## src/rtl/core/cbe_pkg.sv

```systemverilog
// cbe_pkg: shared widths, register indexes and fragment type for the
// cidr block exclude core; no dependencies
package cbe_pkg;

  localparam int ADDR_W    = 32;
  localparam int PFX_W     = 6;
  localparam int CFG_IDX_W = 2;

  localparam logic [PFX_W-1:0] PFX_MAX = 6'd32;

  localparam logic [CFG_IDX_W-1:0] CFG_EXCL_ADDR   = 2'd0;
  localparam logic [CFG_IDX_W-1:0] CFG_EXCL_PREFIX = 2'd1;

  typedef struct packed {
    logic [ADDR_W-1:0] addr;
    logic [PFX_W-1:0]  prefix;
    logic              last;
  } frag_t;

  function automatic logic [PFX_W-1:0] sat_prefix(input logic [PFX_W-1:0] p);
    return (p > PFX_MAX) ? PFX_MAX : p;
  endfunction

endpackage

```

## src/rtl/core/cbe_walk.sv

```systemverilog
// cbe_walk: bit-serial walker, msb first, one prefix level per cycle
// unless a fragment waits on can_push; depends on cbe_pkg
module cbe_walk import cbe_pkg::*; (
  input  logic              clk,
  input  logic              rst_n,
  input  logic              in_valid,
  output logic              in_ready,
  input  logic [ADDR_W-1:0] in_block_addr,
  input  logic [PFX_W-1:0]  in_block_prefix,
  input  logic [ADDR_W-1:0] excl_addr,
  input  logic [PFX_W-1:0]  excl_prefix,
  input  logic              can_push,
  output logic              push,
  output frag_t             frag
);

  localparam logic ST_IDLE = 1'b0;
  localparam logic ST_WALK = 1'b1;

  logic              state_r, state_nxt;
  logic [ADDR_W-1:0] blk_sh_r, blk_sh_nxt;
  logic [ADDR_W-1:0] exc_sh_r, exc_sh_nxt;
  logic [ADDR_W-1:0] pos_r, pos_nxt;
  logic [ADDR_W-1:0] held_r, held_nxt;
  logic [ADDR_W-1:0] eacc_r, eacc_nxt;
  logic [PFX_W-1:0]  bp_r, bp_nxt;
  logic [PFX_W-1:0]  ep_r, ep_nxt;
  logic [PFX_W-1:0]  lvl_r, lvl_nxt;
  logic              mism_r, mism_nxt;
  logic              b_bit;
  logic              e_bit;

  assign b_bit    = blk_sh_r[ADDR_W-1];
  assign e_bit    = exc_sh_r[ADDR_W-1];
  assign in_ready = (state_r == ST_IDLE);

  always_comb begin
    state_nxt  = state_r;
    blk_sh_nxt = blk_sh_r;
    exc_sh_nxt = exc_sh_r;
    pos_nxt    = pos_r;
    held_nxt   = held_r;
    eacc_nxt   = eacc_r;
    bp_nxt     = bp_r;
    ep_nxt     = ep_r;
    lvl_nxt    = lvl_r;
    mism_nxt   = mism_r;
    push       = 1'b0;
    frag       = '0;
    unique case (state_r)
      ST_IDLE: begin
        if (in_valid) begin
          blk_sh_nxt = in_block_addr;
          exc_sh_nxt = excl_addr;
          bp_nxt     = sat_prefix(in_block_prefix);
          ep_nxt     = sat_prefix(excl_prefix);
          lvl_nxt    = 6'd1;
          pos_nxt    = {1'b1, {(ADDR_W-1){1'b0}}};
          held_nxt   = '0;
          eacc_nxt   = '0;
          mism_nxt   = 1'b0;
          state_nxt  = ST_WALK;
        end
      end
      ST_WALK: begin
        priority if (lvl_r <= bp_r) begin
          // prefix levels of the request: gather bits and compare
          held_nxt   = held_r | (pos_r & {ADDR_W{b_bit}});
          eacc_nxt   = eacc_r | (pos_r & {ADDR_W{e_bit}});
          mism_nxt   = mism_r | ((lvl_r <= ep_r) & (b_bit ^ e_bit));
          blk_sh_nxt = {blk_sh_r[ADDR_W-2:0], 1'b0};
          exc_sh_nxt = {exc_sh_r[ADDR_W-2:0], 1'b0};
          pos_nxt    = {1'b0, pos_r[ADDR_W-1:1]};
          lvl_nxt    = lvl_r + 6'd1;
        end else if (mism_r) begin
          // disjoint: pass the cleared block through
          frag.addr   = held_r;
          frag.prefix = bp_r;
          frag.last   = 1'b1;
          if (can_push) begin
            push      = 1'b1;
            state_nxt = ST_IDLE;
          end
        end else if (ep_r <= bp_r) begin
          state_nxt = ST_IDLE;
        end else begin
          // sibling half at this level
          frag.addr   = eacc_r | (pos_r & {ADDR_W{~e_bit}});
          frag.prefix = lvl_r;
          frag.last   = (lvl_r == ep_r);
          if (can_push) begin
            push       = 1'b1;
            eacc_nxt   = eacc_r | (pos_r & {ADDR_W{e_bit}});
            exc_sh_nxt = {exc_sh_r[ADDR_W-2:0], 1'b0};
            pos_nxt    = {1'b0, pos_r[ADDR_W-1:1]};
            lvl_nxt    = lvl_r + 6'd1;
            if (lvl_r == ep_r) begin
              state_nxt = ST_IDLE;
            end
          end
        end
      end
      default: begin
        state_nxt = ST_IDLE;
      end
    endcase
  end

  always_ff @(posedge clk) begin
    if (!rst_n) begin
      state_r <= ST_IDLE;
    end else begin
      state_r <= state_nxt;
    end
  end

  always_ff @(posedge clk) begin
    blk_sh_r <= blk_sh_nxt;
    exc_sh_r <= exc_sh_nxt;
    pos_r    <= pos_nxt;
    held_r   <= held_nxt;
    eacc_r   <= eacc_nxt;
    bp_r     <= bp_nxt;
    ep_r     <= ep_nxt;
    lvl_r    <= lvl_nxt;
    mism_r   <= mism_nxt;
  end

endmodule

```

## src/rtl/core/cbe_out_stage.sv

```systemverilog
// cbe_out_stage: output register between the walker and the result channel
// depends on cbe_pkg
module cbe_out_stage import cbe_pkg::*; (
  input  logic              clk,
  input  logic              rst_n,
  input  logic              push,
  input  frag_t             frag,
  output logic              can_push,
  output logic              out_valid,
  input  logic              out_ready,
  output logic [ADDR_W-1:0] out_frag_addr,
  output logic [PFX_W-1:0]  out_frag_prefix,
  output logic              out_frag_last
);

  logic  valid_r, valid_nxt;
  frag_t data_r;

  assign can_push = !valid_r || out_ready;

  always_comb begin
    valid_nxt = valid_r;
    if (push) begin
      valid_nxt = 1'b1;
    end else if (out_ready) begin
      valid_nxt = 1'b0;
    end
  end

  always_ff @(posedge clk) begin
    if (!rst_n) begin
      valid_r <= 1'b0;
    end else begin
      valid_r <= valid_nxt;
    end
  end

  always_ff @(posedge clk) begin
    if (push) begin
      data_r <= frag;
    end
  end

  assign out_valid       = valid_r;
  assign out_frag_addr   = data_r.addr;
  assign out_frag_prefix = data_r.prefix;
  assign out_frag_last   = data_r.last;

endmodule

```

## src/rtl/core/cidr_block_exclude_core.sv

```systemverilog
// cidr_block_exclude_core: subtracts the configured exclusion block from each
// request, one address bit per cycle while fragments are not stalled; one
// request in flight at a time. Steps: accept the request, walk each prefix
// level of the request, then emit the fragments.
// throughput set by the single bit-serial walker; the output register frees it.
// reset: synchronous active-low rst_n; excl_addr 0, excl_prefix 32, idle.
module cidr_block_exclude_core import cbe_pkg::*; (
  input  logic                 clk,
  input  logic                 rst_n,
  input  logic                 in_valid,
  output logic                 in_ready,
  input  logic [ADDR_W-1:0]    in_block_addr,
  input  logic [PFX_W-1:0]     in_block_prefix,
  output logic                 out_valid,
  input  logic                 out_ready,
  output logic [ADDR_W-1:0]    out_frag_addr,
  output logic [PFX_W-1:0]     out_frag_prefix,
  output logic                 out_frag_last,
  input  logic                 cfg_valid,
  output logic                 cfg_ready,
  input  logic [CFG_IDX_W-1:0] cfg_index,
  input  logic [ADDR_W-1:0]    cfg_data
);

  logic [ADDR_W-1:0] excl_addr_r;
  logic [PFX_W-1:0]  excl_prefix_r;
  logic              can_push;
  logic              push;
  frag_t             frag;

  assign cfg_ready = 1'b1;

  always_ff @(posedge clk) begin
    if (!rst_n) begin
      excl_addr_r   <= '0;
      excl_prefix_r <= PFX_MAX;
    end else if (cfg_valid) begin
      if (cfg_index == CFG_EXCL_ADDR) begin
        excl_addr_r <= cfg_data;
      end
      if (cfg_index == CFG_EXCL_PREFIX) begin
        excl_prefix_r <= cfg_data[PFX_W-1:0];
      end
    end
  end

  cbe_walk u_walk (
    .clk             (clk),
    .rst_n           (rst_n),
    .in_valid        (in_valid),
    .in_ready        (in_ready),
    .in_block_addr   (in_block_addr),
    .in_block_prefix (in_block_prefix),
    .excl_addr       (excl_addr_r),
    .excl_prefix     (excl_prefix_r),
    .can_push        (can_push),
    .push            (push),
    .frag            (frag)
  );

  cbe_out_stage u_out (
    .clk             (clk),
    .rst_n           (rst_n),
    .push            (push),
    .frag            (frag),
    .can_push        (can_push),
    .out_valid       (out_valid),
    .out_ready       (out_ready),
    .out_frag_addr   (out_frag_addr),
    .out_frag_prefix (out_frag_prefix),
    .out_frag_last   (out_frag_last)
  );

`ifndef ASSERT_OFF
  a_busy_after_request: assert property (@(posedge clk) disable iff (!rst_n)
    in_valid && in_ready |=> !in_ready)
    else $error("walker idle right after a request");

  a_frag_prefix_range: assert property (@(posedge clk) disable iff (!rst_n)
    out_valid |-> out_frag_prefix <= PFX_MAX)
    else $error("fragment prefix beyond 32");

  a_cfg_prefix_write: assert property (@(posedge clk) disable iff (!rst_n)
    cfg_valid && cfg_ready && cfg_index == CFG_EXCL_PREFIX
      |=> excl_prefix_r == $past(cfg_data[PFX_W-1:0]))
    else $error("exclusion prefix write lost");
`endif

endmodule
```

## config.mk

```make
export PLATFORM = sky130hd
export DESIGN_NAME = cidr_block_exclude_core
export DESIGN_NICKNAME = d
export VERILOG_FILES = /design/src/rtl/core/cbe_pkg.sv /design/src/rtl/core/cbe_walk.sv /design/src/rtl/core/cbe_out_stage.sv /design/src/rtl/core/cidr_block_exclude_core.sv
export SDC_FILE = /design/constraint.sdc
export NUM_CORES = 1
export LEC_CHECK = 0
export BUFFER_PORTS_ARGS = -buffer_cell sky130_fd_sc_hd__buf_2
export CAP_MARGIN = 5
export CORE_ASPECT_RATIO = 2
export CORE_MARGIN = 2
export CORE_UTILIZATION = 50
export CTS_BUF_LIST = sky130_fd_sc_hd__clkbuf_16
export DETAILED_ROUTE_END_ITERATION = 8
export PLACE_DENSITY = 0.78
export SKIP_CTS_REPAIR_TIMING = 1
export SYNTH_ARGS = -nofsm -noshare
export SYNTH_HDL_FRONTEND = slang
export SYNTH_SLANG_ARGS = --single-unit
```

## constraint.sdc

```tcl
create_clock -name clk -period 10.3 [get_ports clk]
set_input_delay 2.06 -clock clk [delete_from_list [all_inputs] [get_ports clk]]
set_output_delay 2.06 -clock clk [all_outputs]
set_load 0.01 [all_outputs]
```

# [Yosys cells after proc, flatten, opt, wreduce, memory -nomap -nowiden]
# Cells that the tools add are included.
[classes] n_addsub=1 magnitude_cmp=5 n_eq_ne=7 n_mux=49 bitwise=11 n_reduce_logical=10
[ops] operator="2-to-1 mux 32 bit" count=18
[ops] operator="case mux 32 bit (2 select lines)" count=5
[ops] operator="AND 32 bit" count=3
[ops] operator="OR 32 bit" count=3
[ops] operator="2-to-1 mux 39 bit" count=2
[ops] operator="2-to-1 mux 6 bit" count=5
[ops] operator="<= comparator 6 bit" count=3
[ops] operator="2-to-1 mux 1 bit" count=16
[ops] operator="greater-than comparator 6 bit, second input constant" count=2
[ops] operator="case mux 6 bit (2 select lines)" count=1
[ops] operator="!= test 3 bit, second input constant" count=3
[ops] operator="AND reduction 2 bit" count=4
[ops] operator="adder 6 x 1 -> 6 bit, second input constant" count=1
[ops] operator="equality test 6 bit" count=1
[ops] operator="!= test 2 bit, second input constant" count=2
[ops] operator="case mux 1 bit (2 select lines)" count=2
[ops] operator="AND reduction 4 bit" count=1
[ops] operator="equality test 2 x 1 -> 1 bit, second input constant" count=1
[ops] operator="logical NOT 2 bit" count=1
[ops] operator="inverter 1 bit" count=2
[ops] operator="nonzero test 2 bit" count=1
[ops] operator="OR reduction 2 bit" count=1
[ops] operator="AND 1 bit" count=1
[ops] operator="logical NOT 1 bit" count=1
[ops] operator="3 further kinds" count=3
[totals] ff_bits=258 input_bits=77 out_inout_bits=42 elab_cells=99

# [Longest topological paths before layout]
# Gate-level depths: netlist (run 1).
[logic_depth] depth_word=8 ltp_mapped=8 mapped_depth_nobuf=7

# [Modules after synthesis]
# A second synthesis (run 1) with hierarchy kept.
[unflattened] cells_unflattened=889 area_unflattened_um2=11229.5
[by_module_without_submodules] mod="cbe_walk" instances=1 cells_per_inst=683 area_each_um2=8455.6 seq_area_each_um2=5395.2
[by_module_without_submodules] mod="cidr_block_exclude_core" instances=1 cells_per_inst=163 area_each_um2=1554.0 seq_area_each_um2=760.7
[by_module_without_submodules] mod="cbe_out_stage" instances=1 cells_per_inst=43 area_each_um2=1219.9 seq_area_each_um2=1191.1

# [Worst setup path after synthesis (run 1)]
# OpenSTA, ideal clock, no wires.
[synth_path] path_type="input port to flip-flop" from="input port out_ready" to="register u_walk.eacc_r[0] (enable)" setup_ps=597 t_arrival_ps=7169 t_required_ps=9703 slack_ps=2535 path_stages=3 path_buffers=0 path_cell_list="nand2b_1 nand2_1 a21oi_1"
[synth_between] elab_chain_len=3
[synth_lines] element="start: declaration" line="cidr_block_exclude_core.sv:15" rtl="input logic out_ready,"
[synth_lines] element="logical OR 1 bit" line="cbe_out_stage.sv:19" rtl="assign can_push = !valid_r || out_ready;"
[synth_lines] element="!= test 3 bit (no source line)"
[synth_lines] element="AND reduction 4 bit (no source line)"
[synth_lines] element="end signal: assignment" line="cbe_walk.sv:122" rtl="eacc_r <= eacc_nxt;"
[synth_lines] element="end: declaration" line="cbe_walk.sv:25" rtl="logic [ADDR_W-1:0] eacc_r, eacc_nxt;"
# Every way passes these cells.
# A chain may end at the register's enable or synchronous reset.

# [Final worst setup path (run 1)]
[layout_path] from="input port out_ready" to="register u_walk.eacc_r[22] (enable)"
# The elaborated chain is that of the path after synthesis.

==> run_results.csv, run 1 <==
group,metric,value,unit
final_layout,areaGrowthSynthToFinish,13.9,%
timing,finalSetupTns,0,ps
critical_path,cp_cell_sequence,"buf_2, nand2b_1, nand2_1, a21oi_4, buf_4",
worst_hold_path,hold_path_class,"reg -> reg",
die,coreArea,22000,sq um
critical_path,end_kind,"flip-flop",
synth,ys_warn_count,0,
final_layout,fin_cells,1276,
detailed_routing,drt_iter0_markers,305,
synth,syn_inst,887,
placement,gp_congestion,0.874,
power,p_total,2620,uW
grt,grtUsageMet1,22.5,%
die,fp.dieW,109,microns
cts,clk_path_buf_depth,3,
die,ios,119,
timing,finClkSkew,17.8,ps
final_layout,finalInstanceArea,12600,sq um
cts,cts_made_buffers,23,
power,leakagePower,0.00470,uW
critical_path,path_buf_inv,2,
detailed_routing,drt_wl_total,21400,microns
power,irDropWorstVdd,0.146,mV
critical_path,crit_type,"in -> reg",
critical_path,critPathTopFamily,"buffers and inverters",
timing,timing.hold.ws,450,ps
critical_path,slowest_delay,860,ps
critical_path,crit_fanout,71,
final_layout,drive_above_1_share,23.8,%
outcome,status,"completed",
timing,slew_violations,0,
timing,max_slew_margin,24.2,%
synth,seq_area_frac_synth,66.4,%
critical_path,crit_path_start_kind,"input pin",
grt,use_met3,2.04,%
cts,cts_tree,"yes",
synth,syn-num-nets,983,
placement,hpwl,13500,microns
detailed_routing,detail_route.wl_per_cell,16.8,microns
grt,busiest_layer,"met2",
timing,rsz0062_at_grt,"false",
critical_path,timing.critical_path.arrival,4130,ps
grt,grt_antenna_before_repair,1,
detailed_routing,drc,0,
synth,synth_cell_types,41,
critical_path,cp.required,10440,ps
synth,syn-cell-area,11100,sq um
timing,worst_pin_slew,1140,ps
detailed_routing,first_pass_iters,5,
critical_path,crit_slowest_cell,"a21oi_4",
placement,place_area,11800,sq um
detailed_routing,vias,6846,
timing,setup_viol,0,
detailed_routing,via_per_inst,5.37,
die,die_area,23400,sq um
cts,cts_sinks,258,
synth,synth_edf_count,218,
die,row_count,77,
timing,fin_crit_sh,38.7,%
detailed_routing,drtAntennaViolNets,0,
cts,clock_latency,510,ps
grt,track_usage,18.5,%
timing,finalCriticalPeriod,3990,ps
synth,ys.flop_type,"edfxtp_1",
synth,ys_ff_latch,258,
power,powerDensity,208,nW/um^2
timing,hold_viol,0,
grt,grt.overflow.total,0,
cts,cts-root-buf,"clkbuf_16",
die,die_h,214,microns
synth,synth_area_per_cell,12.5,sq um
grt,grt_pass1_vias,6909,
grt,grt_max_degree,83,
synth,async_reset_ff_share,0,%
die,start_util,50.4,%
grt,grt_pass1_wl,34300,microns
cts,clk_pin_slew_worst_paths,70,ps
placement,numPortBuffers,117,
final_layout,nets,1079,
timing,max_freq,251,MHz
job,maxCapViolCount,0,
grt,gr-usage-met2,32.8,%
cts,htreeDepth,1,
placement,place_inst,1234,
-- cell type report --
type	instances	area [sq um]
Antenna cell	1	2.50
Clock buffer	23	576
Clock inverter	18	185
Fill cell	1815	9360
Inverter	14	52.6
Multi-Input combinational cell	561	3450
Sequential cell	258	7350
Tap cell	276	345
Timing Repair Buffer	125	646
-- routing by layer --
layer / up-vias / part of all wire (%)
li1: 3343 / -
met3: 48 / 5.1
met2: 214 / 54
met5: - / 0
met1: 3241 / 37
met4: 0 / 3.3
-- where the power goes --
| part | total, uW | switching, uW | internal (uW) |
|---|---|---|---|
| sequential | 1380 | 73.2 | 1310 |
| clock | 869 | 381 | 488 |
| combinational | 370 | 231 | 139 |
-- state kept, by name, summed over array words and instances, names as in the netlist --
name	flops
excl_addr_r	32
u_out.out_valid	1
u_walk.pos_r	32
u_walk.bp_r	6
u_walk.held_r	32
u_out.out_frag_last	1
u_walk.eacc_r	32
u_walk.exc_sh_r	32
u_out.out_frag_prefix	6
u_walk.mism_r	1
u_walk.blk_sh_r	32
excl_prefix_r	6
u_walk.state_r	1
u_out.out_frag_addr	32
u_walk.ep_r	6
u_walk.lvl_r	6
-- kinds of logic (layout without fill, tap and decap cells) --
| family | after synthesis | in the layout | synth area share [%] |
|---|---|---|---|
| and+or+nand+nor | 279 | 279 | 11.3 |
| DFF | 258 | 258 | 66.4 |
| AOI/OAI and AO/OA | 189 | 189 | 10.2 |
| muxes | 68 | 68 | 6.85 |
| buffers and inverters | 68 | 180 | 2.70 |
| adders and majority gates | 19 | 19 | 2.15 |
| xor gates and xnor gates | 5 | 5 | 0.396 |
| other | 1 | 2 | 0.0339 |
-- Yosys cell counts, drive strengths merged, types with 6 or more instances --
| cell | number | area share [%] |
|---|---|---|
| edfxtp | 218 | 59 |
| nor2 | 138 | 4.8 |
| a21oi | 135 | 6.2 |
| nand2 | 69 | 2.3 |
| mux2 | 62 | 6.3 |
| dfxtp | 40 | 7.2 |
| a21boi | 33 | 2.2 |
| and2 | 32 | 1.8 |
| clkbuf | 32 | 1.1 |
| nor2b | 27 | 1.5 |
| buf | 22 | 1.1 |
| ha | 19 | 2.1 |
| inv | 13 | 0.44 |
| a22oi | 6 | 0.41 |
| mux2i | 6 | 0.54 |
-- worst register-to-register path: cells and delay by family (launching register included) --
kind | cells | cell delay [ps]
AO/OA/AOI/OAI | 3 | 1580
buffers and inverters | 2 | 930
flip-flops | 1 | 370
adder cells (fa/ha/maj) | 1 | 320
AND/OR/NAND/NOR | 2 | 310
-- cell usage in the layout (no fill, tap or decap), drive strengths merged --
master	instances
a21boi	33
a22oi	6
ha	19
nor3b	1
and3	1
nand2b	2
dfxtp	40
o21bai	1
nand4	1
buf	125
inv	14
conb	1
o21ai	5
a311oi	1
a221o	1
bufinv	3
diode	1
nand2	69
nor2	138
or3b	1
nand3b	2
xnor2	2
a41oi	1
a21oi	135
mux2	62
a21o	4
xor2	3
clkbuf	23
a31oi	1
nand3	5
nor2b	27
o22ai	1
mux2i	6
clkinv	13
clkinvlp	2
edfxtp	218
and2	32
-- final timing paths --
kind	depth (start not counted)	to	slack, ps	from
max reg2reg	8	u_walk.eacc_r[22]$_SDFFCE_PN0P_	6360	u_walk.bp_r[5]$_SDFFCE_PN1P_
max	5	u_walk.eacc_r[22]$_SDFFCE_PN0P_	6310	out_ready
min reg2reg	2	excl_addr_r[13]$_SDFFE_PN0P_	450	excl_addr_r[13]$_SDFFE_PN0P_
min	2	excl_addr_r[13]$_SDFFE_PN0P_	450	excl_addr_r[13]$_SDFFE_PN0P_
-- through the flow --
step           setup WS [ps]  util [%]
2_1_floorplan           2530         -
6_report                6310      57.4
3_5_place_dp            5760      53.9
3_3_place_gp            5840      53.9
5_1_grt                 6110      57.4
4_1_cts                 6290      57.4
No activity file was read; power rests on OpenSTA's default activity.
==> run 2: changes to the inputs <==
- PLACE_DENSITY: 0.78 -> 0.8
- clock period: 10.3 -> 3.65 ns (I/O delays scaled with it)
==> run_results.csv, run 2 (same netlist as run 1, synthesis figures left out) <==
group,metric,value,unit
final_layout,layout_commonest_cell,"edfxtp_1",
power,irDropWorstVdd,0.339,mV
timing,fin_crit_sh,78.4,%
final_layout,fill_cells,1819,
timing,max_freq,349,MHz
final_layout,areaGrowthSynthToFinish,13.4,%
placement,gp_congestion,0.786,
detailed_routing,vias,6914,
die,die_area,23400,sq um
final_layout,layout_common_cells,"218 x edfxtp_1, 133 x a21oi_1, 132 x nor2_1",
die,fp.dieW,109,microns
cts,clk_path_buf_depth,3,
grt,grt.overflow.total,0,
placement,place_inst,1238,
placement,hpwl,13900,microns
critical_path,r2r_slack,790,ps
power,combPwrFrac,14.9,%
detailed_routing,drc,0,
cts,cts_made_buffers,22,
timing,max_slew_margin,31.4,%
worst_hold_path,hold_path_class,"reg -> reg",
detailed_routing,via_per_inst,5.41,
power,seqPwrFrac,54.9,%
die,coreArea,22000,sq um
detailed_routing,detail_route.wl_per_cell,16.8,microns
cts,clock_latency,510,ps
detailed_routing,first_pass_iters,5,
power,leakagePower,0.00472,uW
final_layout,fin_util,57.1,%
timing,slew_violations,0,
power,clkPwrFrac,30.2,%
critical_path,end_kind,"flip-flop",
timing,setup_viol,0,
power,p_total,7110,uW
critical_path,crit_type,"reg -> reg",
cts,htreeDepth,1,
grt,grt_pass1_wl,34200,microns
cts,cts-root-buf,"clkbuf_16",
die,die_h,214,microns
outcome,status,"completed",
die,row_count,77,
timing,finalSetupTns,0,ps
critical_path,cp.required,3800,ps
detailed_routing,drt_wl_total,21500,microns
cts,cts_sinks,258,
timing,finalCriticalPeriod,2860,ps
worst_hold_path,hp-start,"excl_addr_r[1]$_SDFFE_PN0P_",
worst_hold_path,worstHoldPathCells,2,
timing,hold_viol,0,
die,start_util,50.4,%
final_layout,fin_cells,1279,
grt,track_usage,18.4,%
worst_hold_path,min_to,"excl_addr_r[1]$_SDFFE_PN0P_",
critical_path,slowest_delay,500,ps
detailed_routing,drt_iter0_markers,378,
critical_path,rr_startpoint,"u_walk.lvl_r[2]$_SDFFCE_PN0P_",
critical_path,crit_fanout,39,
power,power.internal,5240,uW
power,powerDensity,566,nW/um^2
detailed_routing,drtAntennaViolNets,0,
power,switchingPower,1870,uW
grt,grt_max_degree,70,
grt,grt_antenna_before_repair,2,
power,switching_share,26.4,%
cts,cts_tree,"yes",
critical_path,reg2regPathDepth,7,
timing,rsz0062_at_grt,"false",
critical_path,timing.critical_path.arrival,3010,ps
critical_path,r2r-end,"u_out.out_frag_addr[10]$_SDFFCE_PP0P_",
job,maxCapViolCount,0,
final_layout,drive_above_1_share,23.9,%
critical_path,crit_slowest_cell,"edfxtp_1",
timing,fin_ws,787,ps
critical_path,crit_path_start_kind,"flip-flop",
grt,grt_pass1_vias,6912,
cts,clk_pin_slew_worst_paths,70,ps
final_layout,nets,1082,
critical_path,cp_cell_sequence,"ha_1, nand3b_1, a21o_1, a21oi_4, o21ai_4, nor2_4, buf_4",
placement,place_ws,808,ps
die,ios,119,
placement,numPortBuffers,117,
timing,worst_pin_slew,1030,ps
timing,finClkSkew,9.55,ps
[run 2: cell types whose count changed in the layout (fill, tap and decap cells not counted)]
cell	delta
bufinv_16	-3
buf_4	+2
buf_12	+2
clkinv_8	-1
clkinv_4	-2
inv_1	+6
clkinv_1	-4
clkinv_2	+3
inv_2	+2
clkinvlp_4	-2
[run 2: final cells by class]
| type | count | area (sq um) | area share (%) |
|---|---|---|---|
| Tap cell | 276 | 345 | 2.75 |
| Multi-Input combinational cell | 561 | 3450 | 27.5 |
| Sequential cell | 258 | 7350 | 58.6 |
| Inverter | 14 | 52.6 | 0.419 |
| Antenna cell | 1 | 2.50 | 0.0199 |
| Clock inverter | 17 | 76.3 | 0.608 |
| Clock buffer | 23 | 576 | 4.59 |
| Timing Repair Buffer | 129 | 701 | 5.58 |
[run 2: worst max-delay path by stage]
stage,startpoint,end
6_report,u_walk.lvl_r[2]$_SDFFCE_PN0P_,u_out.out_frag_addr[10]$_SDFFCE_PP0P_
3_5_place_dp,u_walk.lvl_r[2]$_SDFFCE_PN0P_,u_out.out_frag_addr[10]$_SDFFCE_PP0P_
5_1_grt,u_walk.lvl_r[2]$_SDFFCE_PN0P_,u_out.out_frag_addr[20]$_SDFFCE_PP0P_
3_3_place_gp,u_walk.lvl_r[3]$_SDFFCE_PN0P_,u_out.out_frag_addr[8]$_SDFFCE_PP0P_
4_1_cts,u_walk.lvl_r[2]$_SDFFCE_PN0P_,u_out.out_frag_addr[20]$_SDFFCE_PP0P_
2_1_floorplan,u_walk.ep_r[5]$_SDFFCE_PN1P_,u_walk.eacc_r[0]$_SDFFCE_PN0P_
[run 2: metal layers]
metal / up-vias / routed length, microns / global-route usage [%]
met1: 3326 / 8020 / 21.6
met3: 50 / 959 / 2.34
met4: 2 / 719 / 6.50
met2: 189 / 11800 / 33.6
met5: - / 12 / 0
li1: 3347 / - / -
[run 2: power by group through the flow]
stage	clock (uW)	sequential, uW	combinational, uW
floorplan	0	3910	756
global placement	0	3950	1040
detailed placement	0	3960	1060
CTS	2200	3900	1070
global route	2300	3950	1180
finish	2150	3910	1060
[run 2: critical path, delay by kind of cell, from the launching register on]
family | cells | cell delay [ps]
fa+ha+maj | 1 | 380
simple gates | 2 | 260
compound gates | 3 | 890
flops | 1 | 500
buf+inv | 1 | 450
[run 2: metrics by stage]
step	instance area (sq um)	hold WS [ps]
after floorplan	11100	433
after global placement	11900	440
after detailed placement	11900	448
after CTS	12500	452
after global routing	12600	455
final	12600	455
==> run 3: changes to the inputs <==
- PLACE_DENSITY: 0.8 -> 0.78
- clock period: 3.65 -> 2.9 ns (I/O delays scaled with it)
==> run_results.csv, run 3 (same netlist as run 1, synthesis figures left out) <==
group,metric,value,unit
critical_path,crit_fanout,37,
timing,setup_viol,0,
detailed_routing,drtAntennaViolNets,0,
final_layout,fin_util,57.9,%
power,leakagePower,0.00481,uW
power,powerDensity,717,nW/um^2
detailed_routing,vias,6893,
final_layout,fill_cells,1847,
timing,finalCriticalPeriod,2450,ps
critical_path,slowest_delay,380,ps
timing,finalSetupTns,0,ps
worst_hold_path,min_to,"excl_addr_r[12]$_SDFFE_PN0P_",
die,die_h,214,microns
timing,max_slew_margin,22.8,%
die,ios,119,
critical_path,crit_type,"reg -> reg",
worst_hold_path,worstHoldPathCells,3,
critical_path,rr_startpoint,"u_walk.bp_r[3]$_SDFFCE_PN0P_",
timing,fin_crit_sh,84.3,%
die,row_count,77,
placement,numPortBuffers,117,
grt,grt_pass1_wl,34900,microns
final_layout,finalInstanceArea,12700,sq um
placement,place_area,12000,sq um
critical_path,cp_cell_sequence,"inv_1, ha_1, a21o_1, nand3_1, a311oi_4, nand2_1, a21oi_4, buf_12",
detailed_routing,drt_wl_total,21600,microns
cts,clock_latency,510,ps
final_layout,nets,1095,
critical_path,reg2regPathDepth,8,
cts,clk_path_buf_depth,3,
cts,htreeDepth,1,
grt,grt_max_degree,70,
cts,cts-root-buf,"clkbuf_16",
critical_path,timing.critical_path.arrival,2640,ps
placement,gp_congestion,0.851,
critical_path,r2r-end,"u_walk.eacc_r[3]$_SDFFCE_PN0P_",
critical_path,r2r_slack,450,ps
outcome,status,"completed",
die,start_util,50.4,%
power,irDropWorstVdd,0.526,mV
timing,finClkSkew,14.7,ps
worst_hold_path,hp-start,"cfg_data[12]",
die,die_area,23400,sq um
final_layout,layout_common_cells,"218 x edfxtp_1, 133 x a21oi_1, 132 x nor2_1",
critical_path,path_buf_inv,2,
placement,hpwl,14300,microns
detailed_routing,first_pass_iters,4,
grt,grt_antenna_before_repair,3,
detailed_routing,via_per_inst,5.33,
detailed_routing,drt_iter0_markers,250,
timing,rsz0062_at_grt,"false",
critical_path,critPathTopFamily,"compound AO/OA/AOI/OAI gates",
critical_path,crit_slowest_cell,"a311oi_4",
final_layout,layout_commonest_cell,"edfxtp_1",
cts,cts_tree,"yes",
job,maxCapViolCount,0,
grt,track_usage,18.7,%
timing,max_freq,409,MHz
worst_hold_path,hold_path_class,"in -> reg",
timing,slew_violations,0,
critical_path,cp.required,3090,ps
detailed_routing,detail_route.wl_per_cell,16.7,microns
cts,clk_pin_slew_worst_paths,70,ps
timing,hold_viol,0,
timing,timing.hold.ws,311,ps
critical_path,end_kind,"flip-flop",
detailed_routing,drc,0,
grt,grt.overflow.total,0,
die,coreArea,22000,sq um
cts,cts_made_buffers,23,
final_layout,drive_above_1_share,24.8,%
critical_path,crit_path_start_kind,"flip-flop",
timing,worst_pin_slew,1160,ps
grt,grt_pass1_vias,6981,
final_layout,areaGrowthSynthToFinish,15.0,%
cts,cts_sinks,258,
die,fp.dieW,109,microns
-- run 3: metrics by stage --
step	setup WS (ps)	std cells	total power (uW)
floorplan	-740	887	5870
global placement	517	1250	6330
detailed placement	480	1250	6370
CTS	448	1291	9200
global route	319	1293	9530
finish	455	1293	9120
-- run 3: worst max path at each step --
stage                                             from  slack (ps)                         endpoint  cells past startpoint
after global routing      u_walk.bp_r[5]$_SDFFCE_PN1P_         320    u_walk.pos_r[2]$_SDFFCE_PN0P_                      8
after CTS                 u_walk.bp_r[5]$_SDFFCE_PN1P_         450    u_walk.pos_r[9]$_SDFFCE_PN0P_                      8
after global placement    u_walk.bp_r[5]$_SDFFCE_PN1P_         520  u_walk.eacc_r[13]$_SDFFCE_PN0P_                      8
final                     u_walk.bp_r[3]$_SDFFCE_PN0P_         450   u_walk.eacc_r[3]$_SDFFCE_PN0P_                      8
after floorplan           u_walk.ep_r[5]$_SDFFCE_PN1P_        -740   u_walk.eacc_r[0]$_SDFFCE_PN0P_                      6
after detailed placement  u_walk.bp_r[3]$_SDFFCE_PN0P_         480  u_walk.eacc_r[14]$_SDFFCE_PN0P_                      8
-- run 3: layer usage --
layer | up-vias | part of all wire (%) | track usage (%)
met5 | - | 0.051 | 0
met4 | 2 | 2.8 | 7.34
met3 | 37 | 4.2 | 2.01
met1 | 3302 | 38 | 22.3
met2 | 173 | 55 | 33.8
li1 | 3379 | - | -
-- run 3: power breakdown --
part / internal (uW) / leakage (uW) / switching, uW
Combinational: 561 / 0.00193 / 838
Clock: 1530 / 0.000366 / 1300
Sequential: 4640 / 0.00251 / 250
Total: 6730 / 0.00481 / 2380
-- run 3: tightest hold or removal path: stages --
cell and delay, ps:
buf_2 100, nand2_1 50, a21boi_1 50
-- run 3: final cells by class --
cell class	instances	area (sq um)	area share, %
timing repair buffer	141	841	6.61
tap	276	345	2.71
sequential	258	7350	57.8
inverter	14	52.6	0.413
clock inverter	18	104	0.816
clock buffer	23	576	4.52
antenna	2	5.00	0.0393
multi-input combinational	561	3450	27.1
